`src/assert_macros.svh`:
```
// ----------------------------------------------------------------------------
// Assertion macros
// Shared concurrent assertion wrappers for the compensation block.
// ----------------------------------------------------------------------------
`ifndef ASSERT_MACROS_SVH
`define ASSERT_MACROS_SVH

// Check that prop holds at every rising clock edge outside of reset.
`define ASSERT_CLK(label, clk, rst, prop, msg) \
   label: assert property (@(posedge clk) disable iff (rst) (prop)) else $error(msg);

// Check that cond never holds at a rising clock edge outside of reset.
`define ASSERT_NEVER(label, clk, rst, cond, msg) \
   label: assert property (@(posedge clk) disable iff (rst) !(cond)) else $error(msg);

`endif

```
`src/baro_pkg.sv`:
```
// ----------------------------------------------------------------------------
// baro_pkg
// Types, constants and helper functions of the barometric compensation block.
// ----------------------------------------------------------------------------
`timescale 1ns / 1ps
`default_nettype none

package baro_pkg;

   // Configuration register indexes
   localparam logic [2:0] REG_AC1_AC2 = 3'd0;
   localparam logic [2:0] REG_AC3_AC4 = 3'd1;
   localparam logic [2:0] REG_AC5_AC6 = 3'd2;
   localparam logic [2:0] REG_B1_B2   = 3'd3;
   localparam logic [2:0] REG_MC_MD   = 3'd4;
   localparam logic [2:0] REG_OSS     = 3'd5;

   // Opcodes and status codes
   localparam logic OP_TEMP    = 1'b0;
   localparam logic OP_PRESS   = 1'b1;
   localparam logic STATUS_OK  = 1'b0;
   localparam logic STATUS_DIV0 = 1'b1;

   // Compensation constants
   localparam logic [31:0] B6_OFFSET  = 32'd4000;
   localparam logic [31:0] P_SCALE    = 32'd50000;
   localparam logic [31:0] X3_OFFSET  = 32'd32768;
   localparam logic [31:0] P_COEF_SQ  = 32'd3038;
   localparam logic [31:0] P_COEF_LIN = 32'hFFFF_E343;   // -7357
   localparam logic [31:0] P_OFFSET   = 32'd3791;

   // Sequencer states
   typedef enum logic [4:0] {
      ST_IDLE,
      ST_T_MUL,
      ST_T_DEN,
      ST_T_DIV,
      ST_T_FIN,
      ST_P_B6,
      ST_P_SQ,
      ST_P_X1,
      ST_P_B3,
      ST_P_AC3,
      ST_P_X3,
      ST_P_B4,
      ST_P_B7,
      ST_P_DIV,
      ST_P_P,
      ST_P_T,
      ST_P_X1B,
      ST_P_FIN,
      ST_DONE
   } state_type;

   // Divider request and status
   typedef struct packed {
      logic        start;
      logic        is_signed;
      logic [31:0] dividend;
      logic [31:0] divisor;
   } div_req_type;

   typedef struct packed {
      logic        busy;
      logic        done;
      logic [31:0] quotient;
   } div_stat_type;

   // Sign-extend a 16-bit coefficient
   function automatic logic [31:0] sx16(input logic [15:0] v);
      return {{16{v[15]}}, v};
   endfunction

   // Arithmetic right shift
   function automatic logic [31:0] asr(input logic [31:0] a, input logic [4:0] k);
      logic signed [31:0] s;
      s = $signed(a);
      return 32'(s >>> k);
   endfunction

   // Signed division by 2**k, truncating toward zero
   function automatic logic [31:0] sdiv_pow2(input logic [31:0] a, input logic [4:0] k);
      logic [31:0] bias;
      bias = a[31] ? ((32'd1 << k) - 32'd1) : 32'd0;
      return asr(a + bias, k);
   endfunction

endpackage

`default_nettype wire

```
`src/baro_div.sv`:
```
// ----------------------------------------------------------------------------
// baro_div
// Restoring 32-bit divider, one quotient bit per cycle, signed or unsigned.
// ----------------------------------------------------------------------------
`timescale 1ns / 1ps
`default_nettype none

module baro_div (
   input  wire logic                  clock,
   input  wire logic                  reset,
   input  wire baro_pkg::div_req_type req,
   output      baro_pkg::div_stat_type stat
);

   logic        busy_ff, busy_in;
   logic        done_ff, done_in;
   logic [4:0]  cnt_ff, cnt_in;
   logic [31:0] rem_ff, rem_in;
   logic [31:0] quo_ff, quo_in;
   logic [31:0] den_ff, den_in;
   logic        neg_ff, neg_in;
   logic [32:0] rem_sh;
   logic [32:0] diff;

   // One restoring step
   always_comb begin
      rem_sh = {rem_ff, quo_ff[31]};
      diff   = rem_sh - {1'b0, den_ff};
   end

   // Load operands on start, then advance one bit per cycle
   always_comb begin
      busy_in = busy_ff;
      cnt_in  = cnt_ff;
      done_in = busy_ff && (cnt_ff == 5'd0);
      rem_in  = rem_ff;
      quo_in  = quo_ff;
      den_in  = den_ff;
      neg_in  = neg_ff;
      if (req.start) begin
         busy_in = 1'b1;
         cnt_in  = 5'd31;
         rem_in  = 32'd0;
         quo_in  = (req.is_signed && req.dividend[31]) ? (32'd0 - req.dividend) : req.dividend;
         den_in  = (req.is_signed && req.divisor[31]) ? (32'd0 - req.divisor) : req.divisor;
         neg_in  = req.is_signed && (req.dividend[31] ^ req.divisor[31]);
      end else if (busy_ff) begin
         cnt_in = cnt_ff - 5'd1;
         if (cnt_ff == 5'd0) begin
            busy_in = 1'b0;
         end
         rem_in = diff[32] ? rem_sh[31:0] : diff[31:0];
         quo_in = {quo_ff[30:0], ~diff[32]};
      end
   end

   always_ff @(posedge clock) begin
      if (reset) begin
         busy_ff <= 1'b0;
         done_ff <= 1'b0;
         cnt_ff  <= 5'd0;
      end else begin
         busy_ff <= busy_in;
         done_ff <= done_in;
         cnt_ff  <= cnt_in;
      end
   end

   always_ff @(posedge clock) begin
      rem_ff <= rem_in;
      quo_ff <= quo_in;
      den_ff <= den_in;
      neg_ff <= neg_in;
   end

   // Fix the sign of the quotient
   always_comb begin
      stat.busy     = busy_ff;
      stat.done     = done_ff;
      stat.quotient = neg_ff ? (32'd0 - quo_ff) : quo_ff;
   end

endmodule

`default_nettype wire

```
`src/barometer_temp_pressure_compensation.sv`:
```
// Barometric sensor compensation, integer method.
// Input channel (req_*): one word per raw reading, req_opcode selects a
// temperature sample (low 16 bits of req_raw_sample) or a pressure sample.
// Result channel (rsp_*): one word per reading with the kind, the signed
// compensated value (tenths of a degree or pascals) and a status bit that
// flags a zero divisor (value then 0).
// Calibration and oversampling are written through csr_*, by the user only
// while idle; the block itself does not enforce this. A word reaches the
// result register through the sequencer states, and a zero divisor skips
// the division; the shared divider sets most of the time a word takes and
// the shared multiplier steps the rest. One word is in work at a time: a
// new word is taken only in idle; req_stall is high while the sequencer is busy.
// The result register parts the two sides: a new word may be accepted while
// a result still waits. If the receiver stalls, the finished word waits in
// the sequencer until the result register frees up.
// Reset clears the sequencer, the result valid, the stored B5 reference and
// the calibration (oversampling resets to 3).
// ----------------------------------------------------------------------------
// barometer_temp_pressure_compensation
// Top level: sequencer, shared multiplier, calibration registers, result word.
// ----------------------------------------------------------------------------
`timescale 1ns / 1ps
`default_nettype none
`include "assert_macros.svh"

module barometer_temp_pressure_compensation (
   input  wire logic        clock,
   input  wire logic        reset,
   input  wire logic        req_valid,
   output      logic        req_stall,
   input  wire logic        req_opcode,
   input  wire logic [23:0] req_raw_sample,
   output      logic        rsp_valid,
   input  wire logic        rsp_stall,
   output      logic        rsp_result_kind,
   output      logic signed [31:0] rsp_compensated_value,
   output      logic        rsp_status,
   input  wire logic        csr_wr_en,
   input  wire logic [2:0]  csr_index,
   input  wire logic [31:0] csr_wdata
);

   baro_pkg::state_type    state_ff, state_in;
   baro_pkg::div_req_type  div_req;
   baro_pkg::div_stat_type div_stat;

   logic [31:0] ac1_ac2_ff, ac3_ac4_ff, ac5_ac6_ff, b1_b2_ff, mc_md_ff;
   logic [1:0]  oss_ff;
   logic [31:0] b5_ff, b5_in;
   logic        kind_ff;
   logic [23:0] raw_ff;
   logic [31:0] b6_ff, b6_in;
   logic [31:0] sq_ff, sq_in;
   logic [31:0] t1_ff, t1_in;
   logic [31:0] b3_ff, b3_in;
   logic [31:0] b4_ff, b4_in;
   logic [31:0] p_ff, p_in;
   logic        msb_ff, msb_in;
   logic [31:0] val_ff, val_in;
   logic        stat_ff, stat_in;
   logic        rsp_valid_ff, rsp_valid_in;
   logic        rsp_kind_ff;
   logic [31:0] rsp_value_ff;
   logic        rsp_stat_ff;
   logic        req_take;
   logic        rsp_free;

   logic [31:0] mul_a, mul_b, prod;
   logic [31:0] den, x3, b7, up, tq, x2;

   baro_div u_div (
      .clock (clock),
      .reset (reset),
      .req   (div_req),
      .stat  (div_stat)
   );

   assign req_stall = (state_ff != baro_pkg::ST_IDLE);
   assign req_take  = req_valid && !req_stall;
   assign rsp_free  = !rsp_valid_ff || !rsp_stall;

   // Calibration registers
   always_ff @(posedge clock) begin
      if (reset) begin
         ac1_ac2_ff <= 32'd0;
         ac3_ac4_ff <= 32'd0;
         ac5_ac6_ff <= 32'd0;
         b1_b2_ff   <= 32'd0;
         mc_md_ff   <= 32'd0;
         oss_ff     <= 2'd3;
      end else if (csr_wr_en) begin
         unique case (csr_index)
            baro_pkg::REG_AC1_AC2: ac1_ac2_ff <= csr_wdata;
            baro_pkg::REG_AC3_AC4: ac3_ac4_ff <= csr_wdata;
            baro_pkg::REG_AC5_AC6: ac5_ac6_ff <= csr_wdata;
            baro_pkg::REG_B1_B2:   b1_b2_ff   <= csr_wdata;
            baro_pkg::REG_MC_MD:   mc_md_ff   <= csr_wdata;
            baro_pkg::REG_OSS:     oss_ff     <= csr_wdata[1:0];
            default: ;
         endcase
      end
   end

   // Shared multiplier, low word only
   assign prod = mul_a * mul_b;

   // Next state
   always_comb begin
      state_in = state_ff;
      unique case (state_ff)
         baro_pkg::ST_IDLE: begin
            if (req_take) begin
               state_in = (req_opcode == baro_pkg::OP_TEMP) ? baro_pkg::ST_T_MUL
                                                             : baro_pkg::ST_P_B6;
            end
         end
         baro_pkg::ST_T_MUL: state_in = baro_pkg::ST_T_DEN;
         baro_pkg::ST_T_DEN: state_in = (den == 32'd0) ? baro_pkg::ST_DONE : baro_pkg::ST_T_DIV;
         baro_pkg::ST_T_DIV: if (div_stat.done) state_in = baro_pkg::ST_T_FIN;
         baro_pkg::ST_T_FIN: state_in = baro_pkg::ST_DONE;
         baro_pkg::ST_P_B6:  state_in = baro_pkg::ST_P_SQ;
         baro_pkg::ST_P_SQ:  state_in = baro_pkg::ST_P_X1;
         baro_pkg::ST_P_X1:  state_in = baro_pkg::ST_P_B3;
         baro_pkg::ST_P_B3:  state_in = baro_pkg::ST_P_AC3;
         baro_pkg::ST_P_AC3: state_in = baro_pkg::ST_P_X3;
         baro_pkg::ST_P_X3:  state_in = baro_pkg::ST_P_B4;
         baro_pkg::ST_P_B4:  state_in = baro_pkg::ST_P_B7;
         baro_pkg::ST_P_B7:  state_in = (b4_ff == 32'd0) ? baro_pkg::ST_DONE : baro_pkg::ST_P_DIV;
         baro_pkg::ST_P_DIV: if (div_stat.done) state_in = baro_pkg::ST_P_P;
         baro_pkg::ST_P_P:   state_in = baro_pkg::ST_P_T;
         baro_pkg::ST_P_T:   state_in = baro_pkg::ST_P_X1B;
         baro_pkg::ST_P_X1B: state_in = baro_pkg::ST_P_FIN;
         baro_pkg::ST_P_FIN: state_in = baro_pkg::ST_DONE;
         baro_pkg::ST_DONE:  if (rsp_free) state_in = baro_pkg::ST_IDLE;
         default:            state_in = baro_pkg::ST_IDLE;
      endcase
   end

   // Datapath steps
   always_comb begin
      mul_a   = 32'd0;
      mul_b   = 32'd0;
      den     = t1_ff + baro_pkg::sx16(mc_md_ff[15:0]);
      x3      = 32'd0;
      up      = {8'd0, raw_ff} >> (4'd8 - {2'd0, oss_ff});
      b7      = 32'd0;
      tq      = 32'd0;
      x2      = 32'd0;
      b5_in   = b5_ff;
      b6_in   = b6_ff;
      sq_in   = sq_ff;
      t1_in   = t1_ff;
      b3_in   = b3_ff;
      b4_in   = b4_ff;
      p_in    = p_ff;
      msb_in  = msb_ff;
      val_in  = val_ff;
      stat_in = stat_ff;
      div_req.start     = 1'b0;
      div_req.is_signed = 1'b1;
      div_req.dividend  = baro_pkg::sx16(mc_md_ff[31:16]) << 11;
      div_req.divisor   = den;
      unique case (state_ff)
         baro_pkg::ST_T_MUL: begin
            mul_a = {16'd0, raw_ff[15:0]} - {16'd0, ac5_ac6_ff[15:0]};
            mul_b = {16'd0, ac5_ac6_ff[31:16]};
            t1_in = baro_pkg::asr(prod, 5'd15);
         end
         baro_pkg::ST_T_DEN: begin
            if (den == 32'd0) begin
               val_in  = 32'd0;
               stat_in = baro_pkg::STATUS_DIV0;
            end else begin
               div_req.start = 1'b1;
            end
         end
         baro_pkg::ST_T_DIV: begin
            if (div_stat.done) p_in = div_stat.quotient;
         end
         baro_pkg::ST_T_FIN: begin
            b5_in   = t1_ff + p_ff;
            val_in  = baro_pkg::asr(t1_ff + p_ff + 32'd8, 5'd4);
            stat_in = baro_pkg::STATUS_OK;
         end
         baro_pkg::ST_P_B6: begin
            b6_in = b5_ff - baro_pkg::B6_OFFSET;
         end
         baro_pkg::ST_P_SQ: begin
            mul_a = b6_ff;
            mul_b = b6_ff;
            sq_in = baro_pkg::sdiv_pow2(prod, 5'd12);
         end
         baro_pkg::ST_P_X1: begin
            mul_a = baro_pkg::sx16(b1_b2_ff[15:0]);
            mul_b = sq_ff;
            t1_in = baro_pkg::asr(prod, 5'd11);
         end
         baro_pkg::ST_P_B3: begin
            mul_a = baro_pkg::sx16(ac1_ac2_ff[15:0]);
            mul_b = b6_ff;
            x3    = t1_ff + baro_pkg::asr(prod, 5'd11);
            b3_in = baro_pkg::asr(
                       (((baro_pkg::sx16(ac1_ac2_ff[31:16]) << 2) + x3) << oss_ff) + 32'd2,
                       5'd2);
         end
         baro_pkg::ST_P_AC3: begin
            mul_a = baro_pkg::sx16(ac3_ac4_ff[31:16]);
            mul_b = b6_ff;
            t1_in = baro_pkg::sdiv_pow2(prod, 5'd13);
         end
         baro_pkg::ST_P_X3: begin
            mul_a = baro_pkg::sx16(b1_b2_ff[31:16]);
            mul_b = sq_ff;
            x2    = baro_pkg::sdiv_pow2(prod, 5'd16);
            t1_in = baro_pkg::sdiv_pow2(t1_ff + x2 + 32'd2, 5'd2);
         end
         baro_pkg::ST_P_B4: begin
            mul_a = {16'd0, ac3_ac4_ff[15:0]};
            mul_b = t1_ff + baro_pkg::X3_OFFSET;
            b4_in = prod >> 15;
         end
         baro_pkg::ST_P_B7: begin
            mul_a  = up - b3_ff;
            mul_b  = baro_pkg::P_SCALE >> oss_ff;
            b7     = prod;
            msb_in = b7[31];
            div_req.is_signed = 1'b0;
            div_req.dividend  = b7[31] ? b7 : (b7 << 1);
            div_req.divisor   = b4_ff;
            if (b4_ff == 32'd0) begin
               val_in  = 32'd0;
               stat_in = baro_pkg::STATUS_DIV0;
            end else begin
               div_req.start = 1'b1;
            end
         end
         baro_pkg::ST_P_DIV: begin
            if (div_stat.done) p_in = div_stat.quotient;
         end
         baro_pkg::ST_P_P: begin
            p_in = msb_ff ? (p_ff << 1) : p_ff;
         end
         baro_pkg::ST_P_T: begin
            tq    = baro_pkg::sdiv_pow2(p_ff, 5'd8);
            mul_a = tq;
            mul_b = tq;
            t1_in = prod;
         end
         baro_pkg::ST_P_X1B: begin
            mul_a = t1_ff;
            mul_b = baro_pkg::P_COEF_SQ;
            t1_in = baro_pkg::sdiv_pow2(prod, 5'd16);
         end
         baro_pkg::ST_P_FIN: begin
            mul_a   = baro_pkg::P_COEF_LIN;
            mul_b   = p_ff;
            x2      = baro_pkg::sdiv_pow2(prod, 5'd16);
            val_in  = p_ff + baro_pkg::sdiv_pow2(t1_ff + x2 + baro_pkg::P_OFFSET, 5'd4);
            stat_in = baro_pkg::STATUS_OK;
         end
         default: ;
      endcase
   end

   // Result register: load from the sequencer, drop when taken
   always_comb begin
      rsp_valid_in = rsp_valid_ff && rsp_stall;
      if (state_ff == baro_pkg::ST_DONE && rsp_free) rsp_valid_in = 1'b1;
   end

   always_ff @(posedge clock) begin
      if (reset) begin
         state_ff     <= baro_pkg::ST_IDLE;
         b5_ff        <= 32'd0;
         rsp_valid_ff <= 1'b0;
      end else begin
         state_ff     <= state_in;
         b5_ff        <= b5_in;
         rsp_valid_ff <= rsp_valid_in;
      end
   end

   always_ff @(posedge clock) begin
      if (req_take) begin
         kind_ff <= req_opcode;
         raw_ff  <= req_raw_sample;
      end
      b6_ff   <= b6_in;
      sq_ff   <= sq_in;
      t1_ff   <= t1_in;
      b3_ff   <= b3_in;
      b4_ff   <= b4_in;
      p_ff    <= p_in;
      msb_ff  <= msb_in;
      val_ff  <= val_in;
      stat_ff <= stat_in;
      if (state_ff == baro_pkg::ST_DONE && rsp_free) begin
         rsp_kind_ff  <= kind_ff;
         rsp_value_ff <= val_ff;
         rsp_stat_ff  <= stat_ff;
      end
   end

   assign rsp_valid             = rsp_valid_ff;
   assign rsp_result_kind       = rsp_kind_ff;
   assign rsp_compensated_value = $signed(rsp_value_ff);
   assign rsp_status            = rsp_stat_ff;

   // Divider completes only while the sequencer waits on it
   `ASSERT_CLK(a_div_done_wait, clock, reset, div_stat.done |-> (state_ff == baro_pkg::ST_T_DIV || state_ff == baro_pkg::ST_P_DIV), "divider done outside a wait state")
   // A zero-divisor result carries a zero value
   `ASSERT_CLK(a_div0_zero, clock, reset, (rsp_valid && rsp_status) |-> (rsp_compensated_value == 32'sd0), "zero-divisor result with nonzero value")
   // An accepted word starts the sequencer
   `ASSERT_CLK(a_accept_busy, clock, reset, req_take |=> (state_ff != baro_pkg::ST_IDLE), "accepted word left sequencer idle")
   // No divider start while it is still busy
   `ASSERT_NEVER(a_div_overlap, clock, reset, div_req.start && div_stat.busy, "divider restarted while busy")

endmodule

`default_nettype wire

```
`config.mk`:
```
export PLATFORM = sky130hd
export DESIGN_NAME = barometer_temp_pressure_compensation
export DESIGN_NICKNAME = d
export VERILOG_FILES = /design/src/baro_pkg.sv /design/src/baro_div.sv /design/src/barometer_temp_pressure_compensation.sv
export VERILOG_INCLUDE_DIRS = /design/src /design/src/src
export SDC_FILE = /design/constraint.sdc
export NUM_CORES = 2
export LEC_CHECK = 0
export ABC_AREA = 1
export BUFFER_PORTS_ARGS = -buffer_cell sky130_fd_sc_hd__buf_2
export CELL_PAD_IN_SITES_DETAIL_PLACEMENT = 1
export CELL_PAD_IN_SITES_GLOBAL_PLACEMENT = 1
export CORE_ASPECT_RATIO = 0.9
export CORE_MARGIN = 2
export CORE_UTILIZATION = 49
export CTS_CLUSTER_SIZE = 28
export DETAILED_ROUTE_END_ITERATION = 16
export PLACE_DENSITY_LB_ADDON = 0.1
export SYNTH_ARGS = -nofsm -noshare
export SYNTH_HDL_FRONTEND = slang
export SYNTH_SLANG_ARGS = --single-unit
```
`constraint.sdc`:
```
create_clock -name clock -period 30.4 [get_ports clock]
set_input_delay 4.56 -clock clock [delete_from_list [all_inputs] [get_ports clock]]
set_output_delay 4.56 -clock clock [all_outputs]
set_load 0.01 [all_outputs]
```
# ---- After elaboration in Yosys (flattened, before gate mapping)
# Index checks and enable logic that the tools add are counted.
# Widths: inputs -> output; s select.
dict set report op_classes {
  addsub 26
  n_mul 1
  eq_ne 31
  shift 3
  muxes 43
  n_bitwise 2
  reduce_logical 36
}
# op count
set ops {}
lappend ops {{$mux 32} 11}
lappend ops {{$pmux 32 s11} 1}
lappend ops {{$pmux 32 s8} 1}
lappend ops {{$add 32x32->32} 6}
lappend ops {{$pmux 32 s6} 1}
lappend ops {{$pmux 32 s4} 1}
lappend ops {{$sub 1x32->32 const A} 3}
lappend ops {{$pmux 5 s18} 1}
lappend ops {{$mux 65} 1}
lappend ops {{$add 32x2->32 const B} 2}
lappend ops {{$logic_not 32->1} 2}
lappend ops {{$pmux 32 s2} 1}
lappend ops {{$eq 5x4->1 const B} 8}
lappend ops {{$mux 5} 8}
lappend ops {{$sub 33x32->33} 1}
lappend ops {{$add 32x12->32} 1}
lappend ops {{$add 32x12->32 const B} 1}
lappend ops {{$add 32x13->32} 1}
lappend ops {{$add 32x16->32} 1}
lappend ops {{$add 32x16->32 const B} 1}
lappend ops {{$add 32x2->32} 1}
lappend ops {{$add 32x4->32} 1}
lappend ops {{$add 32x4->32 const B} 1}
lappend ops {{$add 32x8->32} 1}
lappend ops {{other kinds (45)} 85}
dict set report word_totals {
  ff_bits 560
  out_inout_bits 36
}

# ---- Depth between registers and ports, before layout
dict set report depth {
  ltp_word 13
  ltp_mapped 153
  mapped_depth_nobuf 141
}

# ---- Hierarchy
# From an unflattened synthesis, not the netlist that was laid out.
dict set report unflattened {
  cells_unflattened 9263
  hier_area_um2 64010.1
}
# module n_inst cells_each area_per_inst_um2
set by_module_without_submodules {}
lappend by_module_without_submodules {barometer_temp_pressure_compensation 1 7790 54763.8}
lappend by_module_without_submodules {baro_div 1 1473 9246.4}

# ---- Worst setup path after synthesis
# No wires, ideal clock.
dict set report synth_timing {
  path_kind {flip-flop to flip-flop}
  start {reg oss_ff[0]}
  end {reg val_ff[31], data pin}
  arrival_time_ps 20694
  required_time_ps 30134
  path_slack_ps 9440
  path_stages_with_launch 137
  n_path_buf 14
  period_less_slack_ps 20960
  path_cell_list {dfxtp_1 clkbuf_1 inv_1 clkbuf_1 clkbuf_1 buf_1 clkbuf_1 buf_1 ha_1 clkbuf_1 inv_1 clkbuf_1 o21ai_0 nand2_1 o21ai_0 ha_1 fa_1 inv_1 (+101 left out) nor2_1 o21ai_0 and2_1 inv_1 a21oi_1 o221ai_1 nand2_1 inv_1 nor2_1 nor2_1 nor2_1 o21ai_0 nand3_1 o21ai_0 xor2_1 nand3_1 nand3_1 nand2_1}
}
dict set report synth_between {
  elab_chain_len 13
  elab_cells_between_ends 15
  cone_classes {7 x add/sub; 1 x mul; 2 x shift; 5 x mux}
}
# element line
set synth_lines {}
lappend synth_lines {{from (decl)} barometer_temp_pressure_compensation.sv:48} ;# logic [1:0] oss_ff;
lappend synth_lines {{from (signal assigned)} barometer_temp_pressure_compensation.sv:98} ;# baro_pkg::REG_OSS: oss_ff <= csr_wdata[1:0];
lappend synth_lines {{$sub 4x2->4} barometer_temp_pressure_compensation.sv:145} ;# up = {8'd0, raw_ff} >> (4'd8 - {2'd0, oss_ff});
lappend synth_lines {{$shr 24x4->32} barometer_temp_pressure_compensation.sv:145}
lappend synth_lines {{$sub 32x32->32} barometer_temp_pressure_compensation.sv:223} ;# mul_a = up - b3_ff;
lappend synth_lines {{$pmux 32 s11} barometer_temp_pressure_compensation.sv:163} ;# unique case (state_ff)
lappend synth_lines {{$mul 32x32->32 *} barometer_temp_pressure_compensation.sv:105} ;# assign prod = mul_a * mul_b;
lappend synth_lines {{net prod[31]} barometer_temp_pressure_compensation.sv:68} ;# logic [31:0] mul_a, mul_b, prod;
lappend synth_lines {{$mux 16} baro_pkg.sv:84} ;# bias = a[31] ? ((32'd1 << k) - 32'd1) : 32'd0;
lappend synth_lines {{$add 32x16->32 *} baro_pkg.sv:85} ;# return asr(a + bias, k);
lappend synth_lines {{$add 32x32->32 *} barometer_temp_pressure_compensation.sv:258} ;# val_in = p_ff + baro_pkg::sdiv_pow2(t1_ff + x2 + baro_pkg::P_OFFSET, 5'd4);
lappend synth_lines {{$add 32x12->32 *} barometer_temp_pressure_compensation.sv:258}
lappend synth_lines {{$mux 4} baro_pkg.sv:84}
lappend synth_lines {{$add 32x4->32 *} baro_pkg.sv:85}
lappend synth_lines {{$add 32x32->32 *} barometer_temp_pressure_compensation.sv:258}
lappend synth_lines {{$pmux 32 s4 *} barometer_temp_pressure_compensation.sv:163}
lappend synth_lines {{net val_in[31]} barometer_temp_pressure_compensation.sv:59} ;# logic [31:0] val_ff, val_in;
lappend synth_lines {{to (signal assigned)} barometer_temp_pressure_compensation.sv:295} ;# val_ff <= val_in;
lappend synth_lines {{to (decl)} barometer_temp_pressure_compensation.sv:59}
# Mark *: on every way through the listed nets, which the timed path passes. The rest lies on a longest branch.
# A chain may end at the register's enable or synchronous reset.

# ---- Worst setup path in the final report
dict set report layout_timing {
  start {reg oss_ff[0]}
  end {reg val_ff[31], data pin}
}
dict set report layout_between {
  elab_chain_len 13
  elab_cells_between_ends 15
  cone_classes {7 x add/sub; 1 x mul; 2 x shift; 5 x mux}
}
# element line
set layout_lines {}
lappend layout_lines {{$sub 4x2->4} barometer_temp_pressure_compensation.sv:145}
lappend layout_lines {{$shr 24x4->32} barometer_temp_pressure_compensation.sv:145}
lappend layout_lines {{$sub 32x32->32} barometer_temp_pressure_compensation.sv:223}
lappend layout_lines {{$pmux 32 s11} barometer_temp_pressure_compensation.sv:163}
lappend layout_lines {{$mul 32x32->32 *} barometer_temp_pressure_compensation.sv:105}
lappend layout_lines {{$mux 16} baro_pkg.sv:84}
lappend layout_lines {{$add 32x16->32 *} baro_pkg.sv:85}
lappend layout_lines {{$add 32x32->32 *} barometer_temp_pressure_compensation.sv:258}
lappend layout_lines {{$add 32x12->32 *} barometer_temp_pressure_compensation.sv:258}
lappend layout_lines {{$mux 4} baro_pkg.sv:84}
lappend layout_lines {{$add 32x4->32 *} baro_pkg.sv:85}
lappend layout_lines {{$add 32x32->32 *} barometer_temp_pressure_compensation.sv:258}
lappend layout_lines {{$pmux 32 s4 *} barometer_temp_pressure_compensation.sv:163}
lappend layout_lines {{net val_in[31]} barometer_temp_pressure_compensation.sv:59}
# Marked as above.

==> flow_summary_export.csv <==
group,metric,value,unit
route,wire_per_inst,27.2,um
power,powerDensity,127,nW/um2
clock_tree,postCtsHoldBufs,0,
synthesis,synth_largest_area_cell,"edfxtp_1",
route,first_pass_iters,5,
synthesis,synth_common_cells,"nand2_1 (1824), inv_1 (1573), nor2_1 (933), o21ai_0 (614), a21oi_1 (493)",
power,leakage,32.5,nW
clock_tree,cts-root-buf,"clkbuf_16",
route,routed_wirelength,285,mm
synthesis,yosys_warnings,0,
global_route,track_usage,43.6,%
place,routabilityCongestion,1.04,
setup_path,crit_end,"val_ff[31]$_DFFE_PP_",
global_route,grt_pass1_wl,415,mm
setup_path,crit_required,30800,ps
clock_tree,path_clk_slew,70,ps
timing,worstMarginPinSlew,1470,ps
setup_path,cpPeakStageDelay,700,ps
route,viasPerCell,5.99,
route,num_vias,62600,
die,die_height,341,um
timing,rsz0062_at_grt,"false",
synthesis,ys_seq_elements,560,
global_route,grt_pass1_vias,64700,
run_status,status,"complete, no violations",
die,row_count,123,
timing,holdWs,421,ps
synthesis,yosysUniqueCellTypes,80,
route,drtIter0Drc,6047,
synthesis,synth_edf_count,321,
setup_path,cp-end-kind,"flop",
clock_tree,cts_buffer_depth,3,
route,antenna_left,0,
setup_path,start_kind,"flop",
clock_tree,cts_sinks,560,
setup_path,reg2reg_slack,7500,ps
setup_path,startpoint,"oss_ff[0]$_SDFFE_PP1P_",
clock_tree,clk_latency,680,ps
die,fp.coreArea,125000,um2
place,hpwl,225,mm
layout,area_growth,7.78,%
timing,fin_crit_sh,75.3,%
synthesis,synth_top_area_share,15.5,%
die,io_pins,101,
timing,final.min_clock_period,22900,ps
setup_path,crit_type,"flop to flop",
timing,finalClockSkew,42.2,ps
setup_path,crit_family,"simple AND/OR/NAND/NOR gates",
timing,relSlewSlack,1.61,%
synthesis,async_flop_share,0,%
timing,hold_viol,0,
hold_path,worstHoldPathType,"flop to flop",
clock_tree,cts_resized,0,
route,drc,0,
layout,final_nets,9615,
layout,drive_above_1_share,5.78,%
timing,drv_slew,0,
place,portBuffers,100,
global_route,grt-ovfl-total,0,
timing,fin_setup_tns,0,ps
timing,finalSetupViolations,0,
setup_path,crit_buf_inv,27,
power,ir_drop,0.000143,V
clock_tree,cts_tree,"yes",
synthesis,syn-cell-area,62000,um2
die,die-area,129000,um2
setup_path,path_common_cell,"inv_1",
clock_tree,cts_htree_levels,3,
setup_path,worst_r2r_path_depth,125,
synthesis,synth.area.top_cells,"edfxtp_1 (16%), fa_1 (14%), nand2_1 (11%)",
die,start_util,49.5,%
global_route,grt_start_max_net_pins,112,
synthesis,synth.avg_cell_area,7.15,um2
clock_tree,cts_buffers,68,
synthesis,synth-seq-area-share,23.3,%
setup_path,r2r-end,"val_ff[31]$_DFFE_PP_",
setup_path,r2r_start,"oss_ff[0]$_SDFFE_PP1P_",
synthesis,netlist_instances,8673,
synthesis,synth_ff_type,"edfxtp_1",
die,chipWidth,379,um
layout,num-fill-cells,16300,
clock_tree,cts_setup_buffers,0,
timing,max_freq,43.7,MHz
setup_path,path_depth,125,
synthesis,yosys.cell_count.top_type,"nand2_1",
setup_path,worstPathMaxFanout,78,
global_route,antenna_found_initial,18,
setup_path,crit_arrival,23300,ps
run,timing.max_cap.violations,0,
setup_path,crit_slowest_cell,"inv_1",
cells in the final DEF (no fill, tap or decap), drive strengths merged, types with 14 or more instances in the layout:
cell | Yosys | routed
inv | 1610 | 1618
a31oi | 49 | 49
dfxtp | 239 | 239
xor2 | 293 | 293
nand2 | 1857 | 1857
buf | 68 | 221
a211oi | 22 | 22
edfxtp | 321 | 321
o22ai | 25 | 25
fa | 445 | 445
nor2 | 955 | 955
clkbuf | 186 | 97
o21bai | 24 | 24
nor4 | 40 | 40
o211ai | 57 | 57
ha | 392 | 392
a22oi | 16 | 16
nor3 | 115 | 115
xnor2 | 96 | 96
clkinv | 17 | 30
o21ai | 643 | 643
nand4 | 112 | 112
nand3 | 410 | 410
o2111ai | 14 | 14
a21oi | 494 | 494
o31ai | 16 | 16
nand3b | 25 | 25
or2 | 25 | 25
layout make-up:
| class | count | area, um2 | area share [%] |
|---|---|---|---|
| Clock inverter | 27 | 231 | 0.346 |
| Timing Repair Buffer | 221 | 1410 | 2.11 |
| Antenna cell | 4 | 10.0 | 0.0150 |
| Tap cell | 1687 | 2110 | 3.16 |
| Inverter | 1627 | 6110 | 9.15 |
| Clock buffer | 97 | 2000 | 2.99 |
| Sequential cell | 560 | 14400 | 21.6 |
| Multi-Input combinational cell | 6235 | 40500 | 60.6 |
metal layers:
metal,vias to the layer above,part of all wire [%],global-route usage (%)
li1,27800,-,-
met1,30900,38,53.9
met2,2995,43,67.4
met3,882,10,10.4
met4,16,8.0,29.4
met5,-,0.043,0
where the power goes:
part	total, mW	leakage (nW)	switching (mW)	internal (mW)
registers	1.26	4.90	0.178	1.08
logic	6.37	26.5	4.59	1.78
clock network	0.841	1.08	0.362	0.479
kinds of logic after synthesis:
kind of cell	count (synthesis)	synth area share (%)
AO/OA/AOI/OAI	1437	13.0
XOR/XNOR	389	5.54
other	2	0.0121
flip-flops	560	23.3
AND/OR/NAND/NOR	3561	24.2
buffers and inverters	1881	11.6
multiplexers	6	0.0969
adder cells (fa/ha/maj)	837	22.3
state kept, by name, summed over array words and instances (netlist names), 2 cells and up:
signal,count
b3_ff,30
sq_ff,20
p_ff,32
u_div.den_ff,32
u_div.rem_ff,32
b5_ff,32
mc_md_ff,32
u_div.quo_ff,32
ac5_ac6_ff,32
rsp_compensated_value,32
val_ff,32
oss_ff,2
raw_ff,24
t1_ff,32
ac3_ac4_ff,32
u_div.cnt_ff,5
b1_b2_ff,32
b6_ff,32
b4_ff,17
state_ff,5
ac1_ac2_ff,32
how the worst min path moves through the flow:
stage	to	start	cells past startpoint	slack [ps]
5_1_grt	rsp_compensated_value[24]$_DFFE_PP_	val_ff[24]$_DFFE_PP_	0	420
3_3_place_gp	rsp_result_kind$_DFFE_PP_	kind_ff$_DFFE_PP_	0	400
2_1_floorplan	rsp_compensated_value[0]$_DFFE_PP_	val_ff[0]$_DFFE_PP_	0	400
6_report	rsp_compensated_value[6]$_DFFE_PP_	val_ff[6]$_DFFE_PP_	0	420
3_5_place_dp	rsp_compensated_value[11]$_DFFE_PP_	val_ff[11]$_DFFE_PP_	0	410
4_1_cts	rsp_compensated_value[6]$_DFFE_PP_	val_ff[6]$_DFFE_PP_	0	420
through the flow:
stage / power (mW) / worst slack (ps) / instances / utilization [%] / instance area [um2]
2_1_floorplan: 5.24 / 9440 / 8676 / - / 62000
3_3_place_gp: 7.20 / 8950 / 10300 / 51.5 / 64600
3_5_place_dp: 7.41 / 7910 / 10300 / 51.5 / 64600
4_1_cts: 8.30 / 7810 / 10500 / 53.3 / 66800
5_1_grt: 9.03 / 5410 / 10500 / 53.3 / 66800
6_report: 8.47 / 7500 / 10500 / 53.3 / 66800
No activity file was read; power rests on OpenSTA's default activity.
